--- config.mk ---
export PLATFORM = sky130hd
export DESIGN_NAME = multiply_shift_random_generator_unit
export DESIGN_NICKNAME = d
export VERILOG_FILES = /design/src/sv/msrg_pkg.sv /design/src/sv/multiply_shift_random_generator_unit.sv /design/src/sv/msrg_mod.sv
export SDC_FILE = /design/constraint.sdc
export NUM_CORES = 2
export LEC_CHECK = 0
export ABC_AREA = 1
export BUFFER_PORTS_ARGS = -buffer_cell sky130_fd_sc_hd__buf_2
export CAP_MARGIN = 20
export CORE_MARGIN = 10
export CORE_UTILIZATION = 50
export DETAILED_ROUTE_END_ITERATION = 10
export PLACE_DENSITY = 0.7
export RECOVER_POWER = 50
export SYNTH_ARGS = -nofsm -noshare
export SYNTH_HDL_FRONTEND = slang
export SYNTH_SLANG_ARGS = --single-unit
--- constraint.sdc ---
create_clock -name clk -period 9.4 [get_ports clk]
set_clock_uncertainty 0.2 [all_clocks]
set_input_delay 1.41 -clock clk [delete_from_list [all_inputs] [get_ports clk]]
set_output_delay 1.41 -clock clk [all_outputs]
set_load 0.005 [all_outputs]
--- src/sv/msrg_pkg.sv ---
// ----------------------------------------------------------------------------
// msrg_pkg
// Shared constants, opcodes and sequencer states of the multiply-shift
// random generator.
// ----------------------------------------------------------------------------
`default_nettype none

package msrg_pkg;

  localparam int WORD_W  = 32;
  localparam int STATE_W = 64;
  localparam int NUM_W   = 33;
  // After the last round the state is a 64-bit product shifted right by 16,
  // so only the low 48 bits can be set.
  localparam int DIV_W   = 48;
  localparam int SHIFT   = 16;

  localparam logic [STATE_W-1:0] GEN_INIT     = 64'h1234_5678_ABCD_EF11;
  localparam logic [WORD_W-1:0]  SEED_DEFAULT = 32'h1234_5678;
  localparam logic [WORD_W-1:0]  MUL_FIRST    = 32'h12AB_89CC;
  localparam logic [WORD_W-1:0]  MUL_ODD      = 32'hABCD_EF89;
  localparam logic [WORD_W-1:0]  MUL_EVEN     = 32'hA1B2_C3D4;
  localparam logic [WORD_W-1:0]  MUL_BIT3_SET = 32'h1234_FEDC;
  localparam logic [WORD_W-1:0]  MUL_BIT3_CLR = 32'h2F7A_9BC3;

  typedef enum logic [1:0] {
    ROUND_FIRST  = 2'd0,
    ROUND_SECOND = 2'd1,
    ROUND_THIRD  = 2'd2
  } round_t;

  typedef enum logic [1:0] {
    OP_RESEED = 2'd0,
    OP_DRAW_U = 2'd1,
    OP_DRAW_S = 2'd2
  } op_t;

  typedef enum logic [2:0] {
    FSM_IDLE,
    FSM_PREP,
    FSM_MUL_LO,
    FSM_MUL_HI,
    FSM_MOD_LAUNCH,
    FSM_MOD_WAIT,
    FSM_FINISH
  } fsm_t;

endpackage

`default_nettype wire

--- src/sv/multiply_shift_random_generator_unit.sv ---
// ----------------------------------------------------------------------------
// multiply_shift_random_generator_unit
// 64-bit multiply-shift random generator with reseed, bounded unsigned draw
// and inclusive signed range draw.
// ----------------------------------------------------------------------------
//
//  Channel | Direction | Handshake           | Payload
//  --------+-----------+---------------------+-----------------------------------
//  in      | sink      | in_valid / in_stall | op, seed_value, upper_end, lower_end
//  out     | source    | out_valid/out_stall | number
//
//  Reseed: no result beat; the next beat is taken straight away.
//  Draw: form the bound, then three rounds on the single shared 32x32
//  multiplier (two halves per round), launch, 48 remainder steps and a
//  completion flag, then form the result.
//  Zero bound: skip multiplier and remainder; go from bound straight to result.
//  Synchronous reset loads the generator state with its initial constant.
//  in_stall is high while a draw is in progress; a result beat held by
//  out_stall holds the next draw in its finishing step.
// ----------------------------------------------------------------------------
`default_nettype none

module multiply_shift_random_generator_unit (
  input  wire logic                              clk,
  input  wire logic                              rst,
  input  wire logic                              in_valid,
  output logic                                   in_stall,
  input  wire logic [1:0]                        op,
  input  wire logic [msrg_pkg::WORD_W-1:0]       seed_value,
  input  wire logic signed [msrg_pkg::NUM_W-1:0] upper_end,
  input  wire logic signed [msrg_pkg::WORD_W-1:0] lower_end,
  output logic                                   out_valid,
  input  wire logic                              out_stall,
  output logic signed [msrg_pkg::NUM_W-1:0]      number
);
  import msrg_pkg::*;

  fsm_t fsm, fsm_next;

  logic [STATE_W-1:0] gstate;   // generator state
  op_t                op_q;
  logic [WORD_W-1:0]  lo_q;     // range minimum, zero for unsigned draws
  logic [WORD_W-1:0]  hi_q;     // range maximum, or the bound itself
  logic [WORD_W-1:0]  bound;
  logic [WORD_W-1:0]  draw;
  round_t             round;
  logic [STATE_W-1:0] p0;       // low-half partial product

  logic               accept;
  logic               mod_start;
  logic               mod_done;
  logic [WORD_W-1:0]  mod_rem;
  logic               load_out;

  logic [WORD_W-1:0]  upper32;
  logic               swap;
  logic [WORD_W-1:0]  width;
  logic [WORD_W-1:0]  bound_next;
  logic [WORD_W-1:0]  mul_a;
  logic [WORD_W-1:0]  mul_b;
  logic [STATE_W-1:0] prod;
  logic [STATE_W-1:0] sum;
  logic [WORD_W-1:0]  res;
  logic [NUM_W-1:0]   number_next;

  assign in_stall = (fsm != FSM_IDLE);
  assign accept   = in_valid && !in_stall;

  // order the signed range as the beat comes in
  assign upper32 = upper_end[WORD_W-1:0];
  assign swap    = $signed(lower_end) > $signed(upper32);

  // range width with 32-bit wrap, then its magnitude
  assign width      = hi_q + WORD_W'(1) - lo_q;
  assign bound_next = (op_q == OP_DRAW_S) ? (width[WORD_W-1] ? (-width) : width) : hi_q;

  // shared multiplier: low half of the state, then the high half
  assign mul_a = (fsm == FSM_MUL_HI) ? gstate[STATE_W-1:WORD_W] : gstate[WORD_W-1:0];

  always_comb begin
    unique case (round)
      ROUND_FIRST:  mul_b = MUL_FIRST;
      ROUND_SECOND: mul_b = gstate[0] ? MUL_ODD : MUL_EVEN;
      ROUND_THIRD:  mul_b = gstate[3] ? MUL_BIT3_SET : MUL_BIT3_CLR;
      default:      mul_b = MUL_FIRST;
    endcase
  end

  assign prod = STATE_W'(mul_a) * STATE_W'(mul_b);
  // product modulo 2^64: the high half only adds its low word shifted up
  assign sum  = p0 + {prod[WORD_W-1:0], {WORD_W{1'b0}}};

  // offset by the minimum with 32-bit wrap; sign-extend signed draws
  assign res         = lo_q + draw;
  assign number_next = (op_q == OP_DRAW_S) ? {res[WORD_W-1], res} : {1'b0, res};

  // --------------------------------------------------------------------------
  // Sequencer
  // --------------------------------------------------------------------------
  always_ff @(posedge clk) begin
    if (rst) begin
      fsm <= FSM_IDLE;
    end else begin
      fsm <= fsm_next;
    end
  end

  always_comb begin
    fsm_next  = fsm;
    mod_start = 1'b0;
    load_out  = 1'b0;
    unique case (fsm)
      FSM_IDLE: begin
        if (accept && (op_t'(op) == OP_DRAW_U || op_t'(op) == OP_DRAW_S)) begin
          fsm_next = FSM_PREP;
        end
      end
      FSM_PREP: begin
        fsm_next = (bound_next == '0) ? FSM_FINISH : FSM_MUL_LO;
      end
      FSM_MUL_LO: begin
        fsm_next = FSM_MUL_HI;
      end
      FSM_MUL_HI: begin
        fsm_next = (round == ROUND_THIRD) ? FSM_MOD_LAUNCH : FSM_MUL_LO;
      end
      FSM_MOD_LAUNCH: begin
        mod_start = 1'b1;
        fsm_next  = FSM_MOD_WAIT;
      end
      FSM_MOD_WAIT: begin
        if (mod_done) begin
          fsm_next = FSM_FINISH;
        end
      end
      FSM_FINISH: begin
        // hold here while the previous result beat is still stalled
        if (!out_valid || !out_stall) begin
          load_out = 1'b1;
          fsm_next = FSM_IDLE;
        end
      end
      default: fsm_next = FSM_IDLE;
    endcase
  end

  // --------------------------------------------------------------------------
  // Generator state and draw datapath
  // --------------------------------------------------------------------------
  always_ff @(posedge clk) begin
    if (rst) begin
      gstate <= GEN_INIT;
    end else if (accept && op_t'(op) == OP_RESEED) begin
      // a zero seed would lock the generator; substitute the default
      gstate <= {{(STATE_W-WORD_W){1'b0}},
                 (seed_value == '0) ? SEED_DEFAULT : seed_value};
    end else if (fsm == FSM_PREP && gstate == '0) begin
      gstate <= GEN_INIT;
    end else if (fsm == FSM_MUL_HI) begin
      gstate <= {{SHIFT{1'b0}}, sum[STATE_W-1:SHIFT]};
    end
  end

  always_ff @(posedge clk) begin
    if (accept) begin
      op_q <= op_t'(op);
      if (op_t'(op) == OP_DRAW_S) begin
        lo_q <= swap ? upper32 : lower_end;
        hi_q <= swap ? lower_end : upper32;
      end else begin
        lo_q <= '0;
        hi_q <= upper32;
      end
    end
    if (fsm == FSM_PREP) begin
      bound <= bound_next;
      round <= ROUND_FIRST;
      draw  <= '0;
    end
    if (fsm == FSM_MUL_LO) begin
      p0 <= prod;
    end
    if (fsm == FSM_MUL_HI && round != ROUND_THIRD) begin
      round <= round_t'(round + 2'd1);
    end
    if (fsm == FSM_MOD_WAIT && mod_done) begin
      draw <= mod_rem;
    end
  end

  msrg_mod u_mod (
    .clk       (clk),
    .rst       (rst),
    .start     (mod_start),
    .dividend  (gstate[DIV_W-1:0]),
    .divisor   (bound),
    .done      (mod_done),
    .remainder (mod_rem)
  );

  // --------------------------------------------------------------------------
  // Output register: holds the result beat while the sink stalls
  // --------------------------------------------------------------------------
  always_ff @(posedge clk) begin
    if (rst) begin
      out_valid <= 1'b0;
    end else if (load_out) begin
      out_valid <= 1'b1;
    end else if (!out_stall) begin
      out_valid <= 1'b0;
    end
  end

  always_ff @(posedge clk) begin
    if (load_out) begin
      number <= $signed(number_next);
    end
  end

  // --------------------------------------------------------------------------
  // Checks
  // --------------------------------------------------------------------------
  a_mod_bound_nonzero: assert property (@(posedge clk) disable iff (rst)
    mod_start |-> (bound != '0))
    else $error("remainder unit launched with zero bound");

  a_dividend_fits: assert property (@(posedge clk) disable iff (rst)
    (fsm == FSM_MOD_WAIT) |-> (gstate[STATE_W-1:DIV_W] == '0))
    else $error("state wider than remainder dividend");

  a_result_after_finish: assert property (@(posedge clk) disable iff (rst)
    $rose(out_valid) |-> $past(fsm == FSM_FINISH))
    else $error("result beat raised outside finishing step");

endmodule

`default_nettype wire

--- src/sv/msrg_mod.sv ---
// ----------------------------------------------------------------------------
// msrg_mod
// Serial restoring remainder unit: one dividend bit per cycle.
// ----------------------------------------------------------------------------
`default_nettype none

module msrg_mod (
  input  wire logic                        clk,
  input  wire logic                        rst,
  input  wire logic                        start,
  input  wire logic [msrg_pkg::DIV_W-1:0]  dividend,
  input  wire logic [msrg_pkg::WORD_W-1:0] divisor,
  output logic                             done,
  output logic [msrg_pkg::WORD_W-1:0]      remainder
);
  import msrg_pkg::*;

  localparam int CntW = $clog2(DIV_W + 1);

  logic              busy;
  logic [CntW-1:0]   count;
  logic [DIV_W-1:0]  shreg;
  logic [WORD_W-1:0] dsor;
  logic [WORD_W:0]   trial;
  logic [WORD_W:0]   diff;

  // shift the next dividend bit into the partial remainder
  assign trial = {remainder, shreg[DIV_W-1]};
  assign diff  = trial - {1'b0, dsor};

  always_ff @(posedge clk) begin
    if (rst) begin
      busy  <= 1'b0;
      count <= '0;
      done  <= 1'b0;
    end else begin
      done <= busy && (count == CntW'(1));
      if (start) begin
        busy  <= 1'b1;
        count <= CntW'(DIV_W);
      end else if (busy) begin
        count <= count - CntW'(1);
        if (count == CntW'(1)) begin
          busy <= 1'b0;
        end
      end
    end
  end

  always_ff @(posedge clk) begin
    if (start) begin
      shreg     <= dividend;
      dsor      <= divisor;
      remainder <= '0;
    end else if (busy) begin
      shreg <= {shreg[DIV_W-2:0], 1'b0};
      // keep the trial value when the divisor does not fit
      remainder <= diff[WORD_W] ? trial[WORD_W-1:0] : diff[WORD_W-1:0];
    end
  end

  a_rem_below_divisor: assert property (@(posedge clk) disable iff (rst)
    done |-> (remainder < dsor))
    else $error("remainder not below divisor");

  a_no_restart_busy: assert property (@(posedge clk) disable iff (rst)
    start |-> !busy)
    else $error("remainder unit restarted while busy");

endmodule

`default_nettype wire
[Yosys cells after proc, flatten, opt, wreduce, memory -nomap -nowiden]
Index checks and enable logic that the tools add are counted.
Word-level totals
  bits of input ports: 103
  register bits: 406
  word-level logic and storage cells: 108
Operators by class
  $mul: 1
  reductions and logical operators: 25
  equal/unequal tests: 17
  add/sub/neg operators: 8
  $lt $le $gt $ge: 1
  mux-type cells: 36
Operators by type and width (number)
  two-way mux 32 bit: 10
  two-way mux 61 bit: 3
  two-way mux 48 bit: 2
  adder 64 bit: 1
  logical NOT 32 bit: 2
  logical NOT 64 bit: 1
  multiplier 32 x 32 -> 64 bit: 1
  case mux 32 bit (2 select lines): 1
  subtractor 33 x 32 -> 33 bit: 1
  adder 32 x 1 -> 32 bit (second input constant): 1
  adder 32 bit: 1
  greater-than comparator 32 bit: 1
  negation 32 bit: 1
  subtractor 32 bit: 1
  two-way mux 30 bit: 1
  two-way mux 28 bit: 1
  case mux 3 bit (7 select lines): 1
  two-way mux 3 bit: 5
  two-way mux 6 bit: 2
  equality test 3 bit (second input constant): 3
  two-way mux 1 bit: 8
  logical AND 1 bit: 7
  equality test 2 bit (second input constant): 3
  equality test 3 x 2 -> 1 bit (second input constant): 2
  17 further kinds: 28

[Depth between registers and ports, before layout]
  word-level depth: 8
  depth in mapped cells: 48
  gate-level depth less buffers: 46

[Cells and area by module]
Synthesis repeated with hierarchy kept, for this count alone.
Unflattened totals
  cells, all modules: 6912
  area total of the unflattened synthesis: 55972.4 um^2
By module, submodules not included
  multiply_shift_random_generator_unit: area an instance 48280.1 um^2, times used 1, cells an instance 5795
  msrg_mod: area an instance 7692.4 um^2, times used 1, cells an instance 1117

[Least setup slack after synthesis]
OpenSTA, ideal clock, no wires.
  kind: reg2reg
  from: register round[0]
  to: register gstate[47]
  clock period less this slack: 8.933 ns
  cell stages (with the launch flop): 44
  library setup time: 0.109 ns
  arrival time: 8.624 ns
  buffers on the path: 3
  path slack: 0.467 ns
  cells stage by stage: edfxtp_1 > inv_1 > ha_1 > clkbuf_1 > inv_2 > nor2_1 > nor2_1 > nand2_1 > clkbuf_1 > clkbuf_1 > nand2_1 > fa_1 > inv_1 > fa_1 > fa_1 > inv_1 > fa_1 > inv_1 > (+8 left out) > inv_1 > a31oi_1 > o21ai_0 > a21boi_1 > inv_1 > nand2_1 > nand2_1 > xor2_1 > ha_1 > nand2_1 > nor3_1 > a221oi_1 > o21ai_0 > o21bai_1 > nand3_1 > nand3_1 > nand2_1 > inv_1
On the way
  cells in the longest elaborated chain, start to end: 4
  elaborated cells on any way between the ends: 5
  classes of those cells: 1 x add/sub; 1 x mul; 2 x eq/ne; 1 x mux
RTL lines
  start, declared: line multiply_shift_random_generator_unit.sv:46  | round_t round;
  start signal, assigned: line multiply_shift_random_generator_unit.sv:184  | round <= round_t'(round + 2'd1);
  equality test 2 bit or equality test 2 x 1 -> 1 bit (tied branches): line multiply_shift_random_generator_unit.sv:81  | unique case (round)
  case mux 32 bit (2 select lines) *: line multiply_shift_random_generator_unit.sv:81
  multiplier 32 x 32 -> 64 bit *: line multiply_shift_random_generator_unit.sv:89  | assign prod = STATE_W'(mul_a) * STATE_W'(mul_b);
  via prod[27]: line multiply_shift_random_generator_unit.sv:61  | logic [STATE_W-1:0] prod;
  adder 64 bit *: line multiply_shift_random_generator_unit.sv:91  | assign sum = p0 + {prod[WORD_W-1:0], {WORD_W{1'b0}}};
  end signal, assigned: line multiply_shift_random_generator_unit.sv:155  | gstate <= {{(STATE_W-WORD_W){1'b0}},
  end signal, assigned: line multiply_shift_random_generator_unit.sv:160  | gstate <= {{SHIFT{1'b0}}, sum[STATE_W-1:SHIFT]};
  end, declared: line multiply_shift_random_generator_unit.sv:40  | logic [STATE_W-1:0] gstate;
Mark *: on every way through the listed nets, which the timed path passes. The rest lies on a longest branch.
A chain may end at the register's enable or synchronous reset.

[Worst setup path in the final report]
  from: register fsm[1]
  to: register gstate[47]
On the way
  elaborated cells on any way between the ends: 11
  classes of those cells: 1 x add/sub; 1 x mul; 2 x eq/ne; 1 x mux; 6 x reduce/logical
RTL lines
  start, declared: line multiply_shift_random_generator_unit.sv:38  | fsm_t fsm, fsm_next;
  start signal, assigned: line multiply_shift_random_generator_unit.sv:104  | fsm <= fsm_next;
  equality test 3 x 2 -> 1 bit: line multiply_shift_random_generator_unit.sv:78  | assign mul_a = (fsm == FSM_MUL_HI) ? gstate[STATE_W-1:WORD_W] : gstate[WORD_W-1:0];
  two-way mux 32 bit: line multiply_shift_random_generator_unit.sv:78
  multiplier 32 x 32 -> 64 bit: line multiply_shift_random_generator_unit.sv:89
  via prod[28]: line multiply_shift_random_generator_unit.sv:61
  adder 64 bit: line multiply_shift_random_generator_unit.sv:91
The timed path passes the listed nets, and every way through them passes these cells.

==> run summary <==
Delay-heaviest family, CP = adder cells
Classification of the worst-slack hold path = register to register
CP max stage delay = 580 ps
Cts bufs inserted = 41
Pins Over Slew Limit = 34
Die H = 352 um
Largest net degree at the start of global routing = 68
Number of global-route vias before repair = 47,200
Hold_sp = bound[3]$_DFFE_PP_
Post-synthesis async set-or-reset flop share = 0
R2r startpoint = fsm[1]$_SDFFE_PP0P_
Most common cell after layout, fill and taps aside = inv_1
Hold Path Stages = 0
Worst-Margin Slew = 1650 ps
Avg Cell Area, Syn = 8.31 um^2
Final layout net count = 8,809
Initial Util = 0.505
Number of flops mapped to enable cells by yosys = 293
Via density = 5.26
Count of different cell masters after synthesis = 59
FF/Latch Area = 10,700 um^2
Initial antenna violation count = 2
Yosys Warn Count = 0
Cells after synthesis = 6,630
Antenna Nets Post-Route = 0
Commonest cells after routing, fill and taps aside = inv_1, nand2_1, fa_1, nor2_1, buf_4
IO Port Bufs = 136
Hold_buf cts = 0
CP Buf/Inv Count = 16
Multi-input gate area = 38,200 um^2
Final setup margin = 188 ps
Dpl cells = 8,757
First-pass GRT wire length = 281,000 um
Failing checks = max-capacitance violations, max-slew violations
CTS root buf = clkbuf_16
Global-route usage over all layers = 0.294
CTS Sinks = 386
Depth of the CTS H-tree = 2
Reg2Reg Capture Point = gstate[47]$_SDFFE_PP0P_
Slew HR = -0.101
Horiz. Die Dim = 352 um
Area growth, synth to finish = 17.5%
Final Hold Viols = 0
Crit share post-route = 0.980
Core area = 109,000 um^2
DR pass1 iterations = 6
Max-Cap Viols = 1
Number of synthesized register bits = 386
RSZ-0062 raised after global routing = true
Final min period = 9210 ps
Post-Syn Nets = 8,083
# diodes = 0
Fill count = 9,848
DRC = 0
Via count = 46,600
Setup violators final = 0
Crit-path max FO = 14
Synthesized area = 55,100 um^2
FMAX = 109 MHz
Dpl hpwl = 161,000 um
Non-filler cells, final = 8,864
Hold Path End = u_mod.dsor[3]$_DFFE_PP_
WS Path Type = register to register
Crit path capture type = register
R2R Setup Slk = 190 ps
Clock buffer depth = 3
Share of layout cells above drive strength 1 = 0.154
# IOs = 138
Worst reg-to-reg path cell count = 42
Startpoint types = register
CTS clock-pin slew for the worst setup and hold paths = 70 ps
WL/cell = 20.9 um
WP data arrival = 9500 ps
Num rows = 121
GP Congestion = 0.981
Cell at the slowest stage of the critical path = fa_1
CP required = 9690 ps
Setup TNS = 0 ps
Worst slack, placed = -160 ps
Grt ovf = 0
Dominant synthesized flop cell = edfxtp_1
1st-iter DRT viols = 3,863
Run status = complete, but fails checks
Clk_lat worst skew = 610 ps
Post-synthesis sequential area ratio = 0.194
CTS tree = built
Post-Route WL = 185,000 um
Die footprint = 124,000 um^2
[cell usage after synthesis (10+ instances only)]
master	instances	area share
a31oi_1	48	0.0055
nor3_1	30	0.0027
a21oi_1	328	0.030
o211ai_1	23	0.0031
nand3_1	191	0.017
o21ai_1	30	0.0027
or2_2	21	0.0024
xnor2_1	65	0.010
edfxtp_1	293	0.16
xor2_1	82	0.013
a221oi_1	12	0.0019
inv_2	10	0.00068
fa_1	831	0.30
nor4_1	23	0.0026
o21ai_0	204	0.019
inv_1	1579	0.11
nand4_1	26	0.0030
clkbuf_1	152	0.010
nor2_1	801	0.055
nand2_2	21	0.0024
o21a_1	19	0.0026
dfxtp_1	93	0.034
nand2_1	1069	0.073
ha_1	519	0.12
o21bai_1	10	0.0014
[final cells by class]
class | count | share of cell area
Timing Repair inverter | 1 | 0.000116
Sequential cell | 386 | 0.165
Clock buffer | 55 | 0.0181
Multi-Input combinational cell | 4472 | 0.590
Tap cell | 1476 | 0.0285
Clock inverter | 20 | 0.00491
Timing Repair Buffer | 855 | 0.100
Inverter | 1599 | 0.0934
[routing by layer]
metal	up-vias	GRT usage	wire length (um)
li1	21800	-	-
met1	22700	0.384	74400
met2	1719	0.482	86000
met3	372	0.0381	13100
met4	2	0.141	11400
met5	-	0	23
[flip-flops by register name, indices dropped and copies added (netlist names), 32 cells and up]
| signal | flops |
|---|---|
| draw | 32 |
| lo_q | 32 |
| p0 | 48 |
| bound | 32 |
| number | 33 |
| u_mod.dsor | 32 |
| u_mod.shreg | 48 |
| hi_q | 32 |
| u_mod.remainder | 32 |
| gstate | 49 |
[through the flow]
stage / hold WS (ps) / instance area [um^2] / util
after floorplan: 200 / 55100 / -
after global placement: 202 / 62400 / 0.572
after detailed placement: 207 / 62400 / 0.572
after CTS: 216 / 64000 / 0.586
after global routing: 228 / 64700 / 0.593
final: 213 / 64700 / 0.593
[kinds of logic after synthesis]
family                     Yosys count  share of synthesized area
AOI/OAI and AO/OA                  745                     0.0761
xor gates and xnor gates           147                     0.0234
adders and majority gates         1350                      0.420
buffers and inverters             1772                      0.122
DFF                                386                      0.194
and+or+nand+nor                   2230                      0.166
[worst reg2reg max path: cells and delay by family, from the launching register on]
family | cells | cell delay, ps
adders and majority gates | 10 | 4600
buffers and inverters | 16 | 1750
AOI/OAI and AO/OA | 9 | 1450
and+or+nand+nor | 6 | 580
DFF | 1 | 330
xor gates and xnor gates | 1 | 170
[worst max-delay path by stage]
stage	startpoint	to	depth (start not counted)
after detailed placement	round[0]$_SDFFCE_PN0P_	gstate[47]$_SDFFE_PP0P_	41
final	fsm[1]$_SDFFE_PP0P_	gstate[47]$_SDFFE_PP0P_	42
after CTS	round[0]$_SDFFCE_PN0P_	gstate[47]$_SDFFE_PP0P_	37
after global routing	round[1]$_SDFFCE_PN0P_	gstate[47]$_SDFFE_PP0P_	44
after floorplan	round[0]$_SDFFCE_PN0P_	gstate[47]$_SDFFE_PP0P_	43
after global placement	round[0]$_SDFFCE_PN0P_	gstate[47]$_SDFFE_PP0P_	41
[timing repair]
item,CTS,global route
cloned,0,1
endpoints found under the setup margin,5,34
gates resized for setup,16,129
pin swaps,4,32
setup buffers,3,25
Power is not shown: default switching activity piles up to over one toggle a cycle in this logic, so the estimate is an artifact.
